**src/design/dqpid_pkg.sv**
```systemverilog
`timescale 1ns / 1ps

package dqpid_pkg;

    // sequencer steps; every step but idle, sq and out issues one multiply
    typedef enum logic [3:0] {
        S_IDLE,
        S_AQ,
        S_AD,
        S_FQL,
        S_FQH,
        S_FDL,
        S_FDH,
        S_PD,
        S_ID,
        S_DD,
        S_PQ,
        S_IQ,
        S_DQ,
        S_SQ,
        S_OUT
    } t_state;

    // configuration register indexes
    typedef enum logic [2:0] {
        REG_GAIN_P      = 3'd0,
        REG_GAIN_I      = 3'd1,
        REG_GAIN_D      = 3'd2,
        REG_INTEG_LIMIT = 3'd3,
        REG_OUT_LIMIT   = 3'd4,
        REG_IND_COEFF   = 3'd5,
        REG_FLUX_COEFF  = 3'd6
    } t_cfg_idx;

    localparam int CFG_IDX_W  = 3;
    localparam int CFG_DATA_W = 24;

    localparam logic [15:0] RST_GAIN_P      = 16'd256;
    localparam logic [15:0] RST_GAIN_I      = 16'd0;
    localparam logic [15:0] RST_GAIN_D      = 16'd0;
    localparam logic [14:0] RST_INTEG_LIMIT = 15'd3072;
    localparam logic [14:0] RST_OUT_LIMIT   = 15'd3072;
    localparam logic [23:0] RST_IND_COEFF   = 24'd0;
    localparam logic [23:0] RST_FLUX_COEFF  = 24'd0;

    // symmetric clamp to +-lim
    function automatic logic signed [15:0] f_clamp(input logic signed [47:0] v,
                                                   input logic [14:0]        lim);
        logic signed [47:0] pos;
        logic signed [47:0] neg;
        pos = $signed({33'd0, lim});
        neg = -pos;
        priority if (v > pos) begin
            return pos[15:0];
        end else if (v < neg) begin
            return neg[15:0];
        end else begin
            return v[15:0];
        end
    endfunction

endpackage

```
**src/design/dq_current_pid_decoupled.sv**
```systemverilog
// dq current controller with speed-dependent decoupling feed-forward. each request carries
// the d/q current references, the measured d/q currents and the rotor speed, and gives one
// result with the d/q voltage commands (q7.8, clamped to +-out_limit). both axes run a pid
// with the integrator clamped to +-integ_limit; the q axis adds speed*(ind*id+flux) and the
// d axis subtracts speed*ind*iq, each term clamped to +-integ_limit first. all products go
// through a single 18x25 signed multiplier with a registered product, stepped by a small
// sequencer that runs 14 steps after idle, 12 of them multiplies, before a result waits.
// the input is stalled while a request is being worked on; a finished result sits in
// the output register, so the next request can be accepted while it waits.
// configuration writes are taken every cycle and must only be issued while the block is
// idle; writes to an unknown index are ignored.
`timescale 1ns / 1ps

module dq_current_pid_decoupled (
    input  logic                               i_clk,
    input  logic                               i_rst_n,
    // configuration write channel
    input  logic                               i_cfg_valid,
    output logic                               o_cfg_ready,
    input  logic [dqpid_pkg::CFG_IDX_W-1:0]    i_cfg_index,
    input  logic [dqpid_pkg::CFG_DATA_W-1:0]   i_cfg_data,
    // input request channel
    input  logic                               i_in_valid,
    output logic                               o_in_stall,
    input  logic signed [15:0]                 i_id_ref,
    input  logic signed [15:0]                 i_iq_ref,
    input  logic signed [15:0]                 i_id_meas,
    input  logic signed [15:0]                 i_iq_meas,
    input  logic signed [15:0]                 i_rotor_speed,
    // result channel
    output logic                               o_out_valid,
    input  logic                               i_out_stall,
    output logic signed [15:0]                 o_vd,
    output logic signed [15:0]                 o_vq
);

    import dqpid_pkg::*;

    // sequencer
    t_state r_state;
    t_state n_state;

    // configuration registers
    logic [15:0] r_gain_p;
    logic [15:0] r_gain_i;
    logic [15:0] r_gain_d;
    logic [14:0] r_integ_limit;
    logic [14:0] r_out_limit;
    logic [23:0] r_ind_coeff;
    logic [23:0] r_flux_coeff;

    // controller state kept across requests
    logic signed [16:0] r_integ_d;
    logic signed [16:0] r_integ_q;
    logic signed [16:0] r_prev_err_d;
    logic signed [16:0] r_prev_err_q;

    // captured request
    logic signed [15:0] r_id_meas;
    logic signed [15:0] r_iq_meas;
    logic signed [15:0] r_speed;
    logic signed [16:0] r_err_d;
    logic signed [16:0] r_err_q;

    // working registers
    logic signed [42:0] r_prod;     // registered multiplier output
    logic signed [41:0] r_aq;       // ind*id_meas + 256*flux
    logic signed [41:0] r_ad;       // ind*iq_meas
    logic signed [18:0] r_ffp;      // low half of the speed product, already floored
    logic signed [15:0] r_ffq;
    logic signed [15:0] r_ffd;
    logic signed [27:0] r_sum;      // p + integ + d of the axis in progress
    logic signed [15:0] r_vd;

    // shared multiplier operands
    logic signed [17:0] w_mul_a;
    logic signed [24:0] w_mul_b;

    logic               w_in_acc;
    logic               w_out_load;
    logic signed [47:0] w_sh8;      // floor(product / 256)
    logic signed [18:0] w_sh24;     // floor(product / 2^24)
    logic signed [47:0] w_ff_sum;

    assign o_cfg_ready = 1'b1;
    assign w_in_acc    = i_in_valid && !o_in_stall;
    assign w_sh8       = 48'($signed(r_prod[42:8]));
    assign w_sh24      = $signed(r_prod[42:24]);
    assign w_ff_sum    = 48'(r_ffp) + 48'(r_prod);

    // next state
    always_comb begin
        n_state = r_state;
        unique case (r_state)
            S_IDLE:  if (w_in_acc) n_state = S_AQ;
            S_AQ:    n_state = S_AD;
            S_AD:    n_state = S_FQL;
            S_FQL:   n_state = S_FQH;
            S_FQH:   n_state = S_FDL;
            S_FDL:   n_state = S_FDH;
            S_FDH:   n_state = S_PD;
            S_PD:    n_state = S_ID;
            S_ID:    n_state = S_DD;
            S_DD:    n_state = S_PQ;
            S_PQ:    n_state = S_IQ;
            S_IQ:    n_state = S_DQ;
            S_DQ:    n_state = S_SQ;
            S_SQ:    n_state = S_OUT;
            S_OUT:   if (w_out_load) n_state = S_IDLE;
            default: n_state = S_IDLE;
        endcase
    end

    // sequencer outputs: stall, result load and multiplier operand selection
    always_comb begin
        o_in_stall = (r_state != S_IDLE);
        w_out_load = (r_state == S_OUT) && (!o_out_valid || !i_out_stall);
        w_mul_a    = '0;
        w_mul_b    = '0;
        unique case (r_state)
            S_AQ: begin
                w_mul_a = 18'(r_id_meas);
                w_mul_b = $signed({1'b0, r_ind_coeff});
            end
            S_AD: begin
                w_mul_a = 18'(r_iq_meas);
                w_mul_b = $signed({1'b0, r_ind_coeff});
            end
            S_FQL: begin
                w_mul_a = 18'(r_speed);
                w_mul_b = $signed({1'b0, r_aq[23:0]});
            end
            S_FQH: begin
                w_mul_a = $signed(r_aq[41:24]);
                w_mul_b = 25'(r_speed);
            end
            S_FDL: begin
                w_mul_a = 18'(r_speed);
                w_mul_b = $signed({1'b0, r_ad[23:0]});
            end
            S_FDH: begin
                w_mul_a = $signed(r_ad[41:24]);
                w_mul_b = 25'(r_speed);
            end
            S_PD: begin
                w_mul_a = 18'(r_err_d);
                w_mul_b = $signed({9'd0, r_gain_p});
            end
            S_ID: begin
                w_mul_a = 18'(r_err_d);
                w_mul_b = $signed({9'd0, r_gain_i});
            end
            S_DD: begin
                w_mul_a = 18'(r_err_d) - 18'(r_prev_err_d);
                w_mul_b = $signed({9'd0, r_gain_d});
            end
            S_PQ: begin
                w_mul_a = 18'(r_err_q);
                w_mul_b = $signed({9'd0, r_gain_p});
            end
            S_IQ: begin
                w_mul_a = 18'(r_err_q);
                w_mul_b = $signed({9'd0, r_gain_i});
            end
            S_DQ: begin
                w_mul_a = 18'(r_err_q) - 18'(r_prev_err_q);
                w_mul_b = $signed({9'd0, r_gain_d});
            end
            default: begin
                w_mul_a = '0;
                w_mul_b = '0;
            end
        endcase
    end

    // control registers, configuration and controller state
    always_ff @(posedge i_clk) begin
        if (!i_rst_n) begin
            r_state       <= S_IDLE;
            o_out_valid   <= 1'b0;
            r_gain_p      <= RST_GAIN_P;
            r_gain_i      <= RST_GAIN_I;
            r_gain_d      <= RST_GAIN_D;
            r_integ_limit <= RST_INTEG_LIMIT;
            r_out_limit   <= RST_OUT_LIMIT;
            r_ind_coeff   <= RST_IND_COEFF;
            r_flux_coeff  <= RST_FLUX_COEFF;
            r_integ_d     <= '0;
            r_integ_q     <= '0;
            r_prev_err_d  <= '0;
            r_prev_err_q  <= '0;
        end else begin
            r_state <= n_state;

            // result register: taken result clears, fresh result sets
            if (w_out_load) begin
                o_out_valid <= 1'b1;
            end else if (!i_out_stall) begin
                o_out_valid <= 1'b0;
            end

            if (i_cfg_valid && o_cfg_ready) begin
                unique case (i_cfg_index)
                    REG_GAIN_P:      r_gain_p      <= i_cfg_data[15:0];
                    REG_GAIN_I:      r_gain_i      <= i_cfg_data[15:0];
                    REG_GAIN_D:      r_gain_d      <= i_cfg_data[15:0];
                    REG_INTEG_LIMIT: r_integ_limit <= i_cfg_data[14:0];
                    REG_OUT_LIMIT:   r_out_limit   <= i_cfg_data[14:0];
                    REG_IND_COEFF:   r_ind_coeff   <= i_cfg_data[23:0];
                    REG_FLUX_COEFF:  r_flux_coeff  <= i_cfg_data[23:0];
                    default: ;
                endcase
            end

            // integrators are clamped again after each increment
            if (r_state == S_DD) begin
                r_integ_d <= 17'(f_clamp(48'(r_integ_d) + w_sh8, r_integ_limit));
            end
            if (r_state == S_DQ) begin
                r_integ_q <= 17'(f_clamp(48'(r_integ_q) + w_sh8, r_integ_limit));
            end
            if (r_state == S_PQ) begin
                r_prev_err_d <= r_err_d;
            end
            if (r_state == S_SQ) begin
                r_prev_err_q <= r_err_q;
            end
        end
    end

    // datapath: each step consumes the product issued by the step before
    always_ff @(posedge i_clk) begin
        r_prod <= w_mul_a * w_mul_b;

        if (w_in_acc) begin
            r_id_meas <= i_id_meas;
            r_iq_meas <= i_iq_meas;
            r_speed   <= i_rotor_speed;
            r_err_d   <= 17'(i_id_ref) - 17'(i_id_meas);
            r_err_q   <= 17'(i_iq_ref) - 17'(i_iq_meas);
        end

        unique case (r_state)
            S_AD:  r_aq  <= r_prod[41:0] + {10'd0, r_flux_coeff, 8'd0};
            S_FQL: r_ad  <= r_prod[41:0];
            S_FQH: r_ffp <= w_sh24;
            S_FDL: r_ffq <= f_clamp(w_ff_sum, r_integ_limit);
            S_FDH: r_ffp <= w_sh24;
            S_PD:  r_ffd <= f_clamp(w_ff_sum, r_integ_limit);
            S_ID:  r_sum <= 28'(w_sh8);
            // integrator of d is updated in S_DD by the control block
            S_PQ:  r_sum <= 28'(48'(r_sum) + 48'(r_integ_d) + w_sh8);
            S_IQ: begin
                r_vd  <= f_clamp(48'(r_sum) - 48'(r_ffd), r_out_limit);
                r_sum <= 28'(w_sh8);
            end
            // integrator of q is updated in S_DQ by the control block
            S_SQ:  r_sum <= 28'(48'(r_sum) + 48'(r_integ_q) + w_sh8);
            default: ;
        endcase

        if (w_out_load) begin
            o_vd <= r_vd;
            o_vq <= f_clamp(48'(r_sum) + 48'(r_ffq), r_out_limit);
        end
    end

`ifndef NO_ASSERTIONS
    // results always respect the output clamp
    a_out_in_limit: assert property (@(posedge i_clk) disable iff (!i_rst_n)
        o_out_valid |-> ($signed(o_vd) <= $signed({2'b00, r_out_limit}))
                     && ($signed(o_vd) >= -$signed({2'b00, r_out_limit}))
                     && ($signed(o_vq) <= $signed({2'b00, r_out_limit}))
                     && ($signed(o_vq) >= -$signed({2'b00, r_out_limit})))
        else $error("voltage command outside output limit");

    // a fresh result only appears after the last sequencer step
    a_result_source: assert property (@(posedge i_clk) disable iff (!i_rst_n)
        $rose(o_out_valid) |-> $past(r_state == S_OUT))
        else $error("result raised outside the output step");

    // a finished result is held back, not dropped, while the previous one is stalled
    a_result_held: assert property (@(posedge i_clk) disable iff (!i_rst_n)
        (r_state == S_OUT && o_out_valid && i_out_stall) |=> (r_state == S_OUT))
        else $error("sequencer left the output step while the result was stalled");
`endif

endmodule

```
**config.mk**
```make
export PLATFORM = sky130hd
export DESIGN_NAME = dq_current_pid_decoupled
export DESIGN_NICKNAME = d
export VERILOG_FILES = /design/src/design/dqpid_pkg.sv /design/src/design/dq_current_pid_decoupled.sv
export SDC_FILE = /design/constraint.sdc
export NUM_CORES = 2
export LEC_CHECK = 0
export BUFFER_PORTS_ARGS = -buffer_cell sky130_fd_sc_hd__buf_2
export CORE_ASPECT_RATIO = 1.1
export CORE_MARGIN = 5
export CORE_UTILIZATION = 60
export DETAILED_ROUTE_END_ITERATION = 10
export PLACE_DENSITY_LB_ADDON = 0.25
export SLEW_MARGIN = 20
export SYNTH_ARGS = -nofsm -noshare
export SYNTH_HDL_FRONTEND = slang
export SYNTH_SLANG_ARGS = --single-unit
```
**constraint.sdc**
```tcl
create_clock -name i_clk -period 13.35 [get_ports i_clk]
set_clock_uncertainty 0.1 [all_clocks]
set_input_delay 1.335 -clock i_clk [delete_from_list [all_inputs] [get_ports i_clk]]
set_output_delay 1.335 -clock i_clk [all_outputs]
set_load 0.05 [all_outputs]
```
# Word-level counts from Yosys, hierarchy flattened
# Index checks and enable logic that the tools add are counted.
[totals]
word_cells = 124
input_bits = 112
register_bits = 533
out_inout_bits = 35
[classes]
n_reduce_logical = 26
mul = 1
order_cmp = 10
n_eq_ne = 23
muxes = 18
n_addsub = 16
[ops]
columns = ["operator", "n"]
rows = [
  ["25-bit one-hot mux with 7 select lines", 1],
  ["18-bit one-hot mux with 9 select lines", 1],
  ["16-bit two-way mux", 8],
  ["29-bit by 48-bit less-than comparator with 1-bit output", 2],
  ["36-bit by 48-bit less-than comparator with 1-bit output", 2],
  ["15-bit negator with 48-bit output", 2],
  ["28-bit one-hot mux with 3 select lines", 1],
  ["16-bit by 35-bit adder with 36-bit output", 2],
  ["36-bit by 16-bit greater-than comparator with 1-bit output", 2],
  ["4-bit one-hot mux with 15 select lines", 1],
  ["29-bit by 16-bit greater-than comparator with 1-bit output", 2],
  ["28-bit by 16-bit adder with 28-bit output", 2],
  ["28-bit adder", 2],
  ["44-bit by 48-bit less-than comparator with 1-bit output", 1],
  ["19-bit by 43-bit adder with 44-bit output", 1],
  ["44-bit by 16-bit greater-than comparator with 1-bit output", 1],
  ["18-bit by 25-bit multiplier with 43-bit output", 1],
  ["42-bit by 32-bit adder with 42-bit output", 1],
  ["17-bit by 17-bit subtractor with 18-bit output", 2],
  ["16-bit by 16-bit subtractor with 17-bit output", 2],
  ["15-bit two-way mux", 2],
  ["28-bit by 16-bit adder with 29-bit output", 1],
  ["28-bit by 16-bit subtractor with 29-bit output", 1],
  ["4-bit == test, second input constant", 7],
  ["19 further kinds", 46],
]

# Longest topological paths before layout
[logic_depth]
depth_word = 5
ltp_mapped = 41
mapped_depth_nobuf = 40

# Worst setup path before layout
# No wires, ideal clock.
[synth_timing]
path_type = "register to register"
start = "reg r_state[2]"
end = "reg r_prod[41]"
t_arrival_ns = 9.179
path_stages_with_launch = 30
setup_slack_ns = 3.944
required_time_ns = 13.123
path_cell_list = "dfxtp_1 > clkbuf_1 > nor3_1 > clkbuf_1 > clkbuf_1 > a222oi_1 > nand3_1 > clkbuf_1 > nand2_1 > fa_1 > inv_1 > fa_1 > fa_1 > fa_1 > inv_1 > fa_1 > inv_1 > fa_1 > ha_1 > a21o_1 > a21o_1 > a211oi_1 > a21oi_1 > o31ai_1 > o211ai_1 > o41a_1 > a21o_1 > a21oi_1 > o21ai_0 > xor2_1"
[synth_between]
elab_chain_cells = 4
[synth_rtl]
columns = ["item", "line_no", "text"]
rows = [
  ["start: declaration", "dq_current_pid_decoupled.sv:40", "t_state r_state;"],
  ["start signal: assignment", "dq_current_pid_decoupled.sv:193", "r_state <= n_state;"],
  ["4-bit == test, or another cell as far along", "dq_current_pid_decoupled.sv:120", "unique case (r_state)"],
  ["2-bit OR reduction (no source line)", "--", ""],
  ["18-bit one-hot mux with 9 select lines or 25-bit one-hot mux with 7 select lines (tied branches)", "dq_current_pid_decoupled.sv:120", ""],
  ["18-bit by 25-bit multiplier with 43-bit output (*)", "dq_current_pid_decoupled.sv:233", "r_prod <= w_mul_a * w_mul_b;"],
  ["end signal: assignment", "dq_current_pid_decoupled.sv:233", ""],
  ["end: declaration", "dq_current_pid_decoupled.sv:66", "logic signed [42:0] r_prod;"],
]
# Mark *: on every way between the ends. The rest lies on a longest branch, timed or not.
# A chain may end at the register's enable or synchronous reset.

# Worst setup path after layout
[layout_timing]
start = "reg r_err_d[0]"
end = "reg r_prod[41]"
[layout_between]
elab_chain_cells = 3
[layout_rtl]
columns = ["item", "line_no", "text"]
rows = [
  ["start: declaration", "dq_current_pid_decoupled.sv:62", "logic signed [16:0] r_err_d;"],
  ["start signal: assignment", "dq_current_pid_decoupled.sv:239", "r_err_d <= 17'(i_id_ref) - 17'(i_id_meas);"],
  ["17-bit by 17-bit subtractor with 18-bit output", "dq_current_pid_decoupled.sv:154", "w_mul_a = 18'(r_err_d) - 18'(r_prev_err_d);"],
  ["18-bit one-hot mux with 9 select lines (*)", "dq_current_pid_decoupled.sv:120", ""],
  ["18-bit by 25-bit multiplier with 43-bit output (*)", "dq_current_pid_decoupled.sv:233", ""],
]
# Marked as above.

==> summary.md <==
| Metric | Value |
|---|---|
| Status | `finished clean` |
| Cell Area, Placed | `63200 um^2` |
| Die width | `313 um` |
| Worst Hold Launch | `r_vd[3]$_DFFE_PP_` |
| Global-route wire length before repair | `305 mm` |
| Worst Hold Class | `flop to flop` |
| Die ar. | `108000 um^2` |
| Slowest cell on the critical path | `o31ai_1` |
| Final WL | `200 mm` |
| Routability cong. | `between 0.9 and 1` |
| H-tree lvl count | `2` |
| Design area | `65200 um^2` |
| Initial antenna violation count | `3` |
| Yosys top cell by area | `fa_1` |
| Total Nets Final | `8346` |
| Post-synth EDFFs | `293` |
| Vias in the first global route | `52742` |
| Worst Path Required | `between 10 and 15 ns` |
| R2R Path Start | `r_err_d[0]$_DFFE_PP_` |
| Unrepaired setup endpoints after global routing | `no` |
| Ratio of cells with drive above 1 in the final layout | `6.59%` |
| DR iter-0 viols | `5785` |
| Tmin final | `between 10 and 15 ns` |
| Area Growth Syn to Fin | `7.26%` |
| Cell area after synthesis | `between 60000 and 70000 um^2` |
| # Max-Cap Violations | `0` |
| Worst-path clk slew | `0.07 ns` |
| Worst path bufs/invs | `6` |
| # setup viols final | `0` |
| Top delay family on crit path | `compound AO/OA/AOI/OAI gates` |
| CP Capture Type | `flop` |
| Worst skew pair latency | `a little under 0.7 ns` |
| Wire per inst | `24.0 um` |
| Fmax | `between 0.09 and 0.1 GHz` |
| Most used cell, CP | `fa_1` |
| Yosys reg bits | `roughly 530` |
| Mapped Nets | `slightly above 8000` |
| Die height | `344 um` |
| Total GRT Usage | `36.4%` |
| Leakage | `28.9 nW` |
| Synth top area share | `16.7%` |
| Starting Density | `60.4%` |
| Clock sinks | `533` |
| Fin crit share | `76.8%` |
| Post-route setup slack | `3.10 ns` |
| Via/cell ratio | `6.46` |
| Final Hold Fails | `0` |
| Setup bufs post-CTS | `0` |
| Ys async rst share | `0%` |
| Main synth FF type | `edfxtp_1` |
| Total Power | `7.18 mW` |
| Synth area leaders | `fa_1, ha_1, edfxtp_1` |
| Worst setup path startpoint | `r_err_d[0]$_DFFE_PP_` |
| Fill count | `between 8000 and 9000` |
| Power Dens Cells | `between 100 and 150 nW/um^2` |
| Post-CTS Hold Buffers | `0` |
| Core Region | `101000 um^2` |
| Largest net degree at the start of global routing | `90` |
| GRT overflow | `0` |
| Slew HR | `about 23%` |
| Crit path arrival time | `10.69 ns` |
| CP Class | `flop to flop` |
| Resized cells post-CTS | `0` |
| Ys Warns | `0` |
| Worst Path Max Fanout | `20` |
| TritonCTS Buffers | `55` |
| Max VDD drop | `0.126 mV` |
| Drt pass-1 iters | `10` |
| Worst slack, placed | `3.28 ns` |
| Io pins | `147` |
| DR DRC count | `0` |
| Post-Syn Area per Cell | `slightly below 9 um^2` |
| Root buf cell | `clkbuf_16` |
| Max clock buf depth | `3` |
| CP Launch Type | `flop` |
| Netlist cell types | `approximately 90` |
| Vias | `~54000` |
| Antenna Nets Post-Route | `0` |
| Cells after synthesis | `6962` |
| Final slew viol count | `0` |
| Sequential fraction of the synthesis area | `22.4%` |
| Port bufs | `around 150` |
| FP Rows | `122` |
| CTS tree | `built` |
| Setup TNS | `0 ns` |
| Crit-path max cell delay | `0.58 ns` |
| Post-DP HPWL | `between 150 and 200 mm` |
| Slew at the pin with the worst max-slew slack | `about 1.1 ns` |
==> through the flow <==
step	hold WS (ns)	cells	utilization (%)
final	0.316	8360	64.8
after global routing	0.321	8358	64.8
after CTS	0.317	8358	64.7
after detailed placement	0.305	8254	62.8
after global placement	0.301	8254	62.8
after floorplan	0.300	6962	-
==> path summary, 6_finish.rpt <==
path                            slack (ns)                  to  cells after the start
worst max-delay path                  3.10  r_prod[41]$_DFF_P_                     38
worst min-delay path                  0.32   o_vd[3]$_DFFE_PP_                      0
worst max register to register        3.10  r_prod[41]$_DFF_P_                     38
worst min register to register        0.32   o_vd[3]$_DFFE_PP_                      0
==> sequential cells by signal, summed over array words and instances (netlist names), 17 cells and up <==
register / count
r_prev_err_d: 17
r_err_q: 17
r_sum: 28
r_ad: 42
r_err_d: 17
r_aq: 42
r_prod: 43
r_flux_coeff: 24
r_ind_coeff: 24
r_prev_err_q: 17
r_ffp: 19
==> report_power, final <==
part / internal, mW / leakage, nW / switching [mW]
registers: 1.90 / 4.66 / 0.0750
clock network: 0.931 / 0.948 / 0.735
logic: 1.25 / 23.3 / 2.29
total: 4.08 / 28.9 / 3.10
==> layout by cell type, fill, tap and decap left out, drive strengths merged, types with 29 or more instances in the layout <==
| cell type | count |
|---|---|
| or3 | 41 |
| fa | 507 |
| nor2 | 445 |
| clkbuf | 72 |
| nor3 | 139 |
| o211ai | 51 |
| nand2b | 99 |
| edfxtp | 293 |
| buf | 256 |
| o21ai | 284 |
| nand4 | 121 |
| a222oi | 41 |
| o21a | 68 |
| a31oi | 58 |
| a21o | 176 |
| a211oi | 56 |
| xnor2 | 191 |
| ha | 718 |
| a221oi | 31 |
| nand3 | 162 |
| and3 | 69 |
| o21bai | 39 |
| mux2i | 63 |
| nand2 | 873 |
| xor2 | 97 |
| nor2b | 85 |
| dfxtp | 240 |
| o311ai | 30 |
| inv | 772 |
| and2 | 43 |
| a21oi | 492 |
| a22oi | 65 |
| nor4 | 29 |
==> cell families after synthesis <==
kind of cell / count (synthesis) / synth area share, %
flip-flops: 533 / 22.4
other: 1 / 0.00617
XOR/XNOR: 288 / 4.15
buffers and inverters: 1031 / 6.42
multiplexers: 75 / 1.26
AO/OA/AOI/OAI: 1624 / 17.6
AND/OR/NAND/NOR: 2185 / 16.6
adder cells (fa/ha/maj): 1225 / 31.5
==> worst reg2reg max path, delay by kind of cell, from the launching register on <==
kind | cells | cell delay (ns)
fa+ha+maj | 9 | 4.03
buf+inv | 6 | 0.55
flops | 1 | 0.42
xor+xnor | 2 | 0.28
simple gates | 4 | 0.45
compound gates | 17 | 4.29
==> synthesized netlist by cell type (162+ instances only) <==
cell,instances
dfxtp_1,240
xnor2_1,191
edfxtp_1,293
a21o_1,176
a21oi_1,490
nand3_1,162
o21ai_0,271
ha_1,718
inv_1,761
nor2_1,445
nand2_1,873
fa_1,507
clkbuf_1,235
==> metal layers <==
metal	wire length (um)	part of all wire (%)	track usage (%)
met3	21000	10	7.43
met4	12400	6.2	18.6
met2	89100	44	57.7
met1	77900	39	47.6
met5	0	0	0
==> final cells by class <==
type	instances	area (um^2)	area share, %
flip-flops and latches	533	13600	20.9
multi-input cells	5398	43500	66.8
diodes	2	5.00	0.00768
repair buffers	256	1560	2.39
inverters	765	2870	4.41
clock inverters	32	377	0.578
well taps	1302	1630	2.50
clock buffers	72	1580	2.42
(Power assumes the default switching activity.)
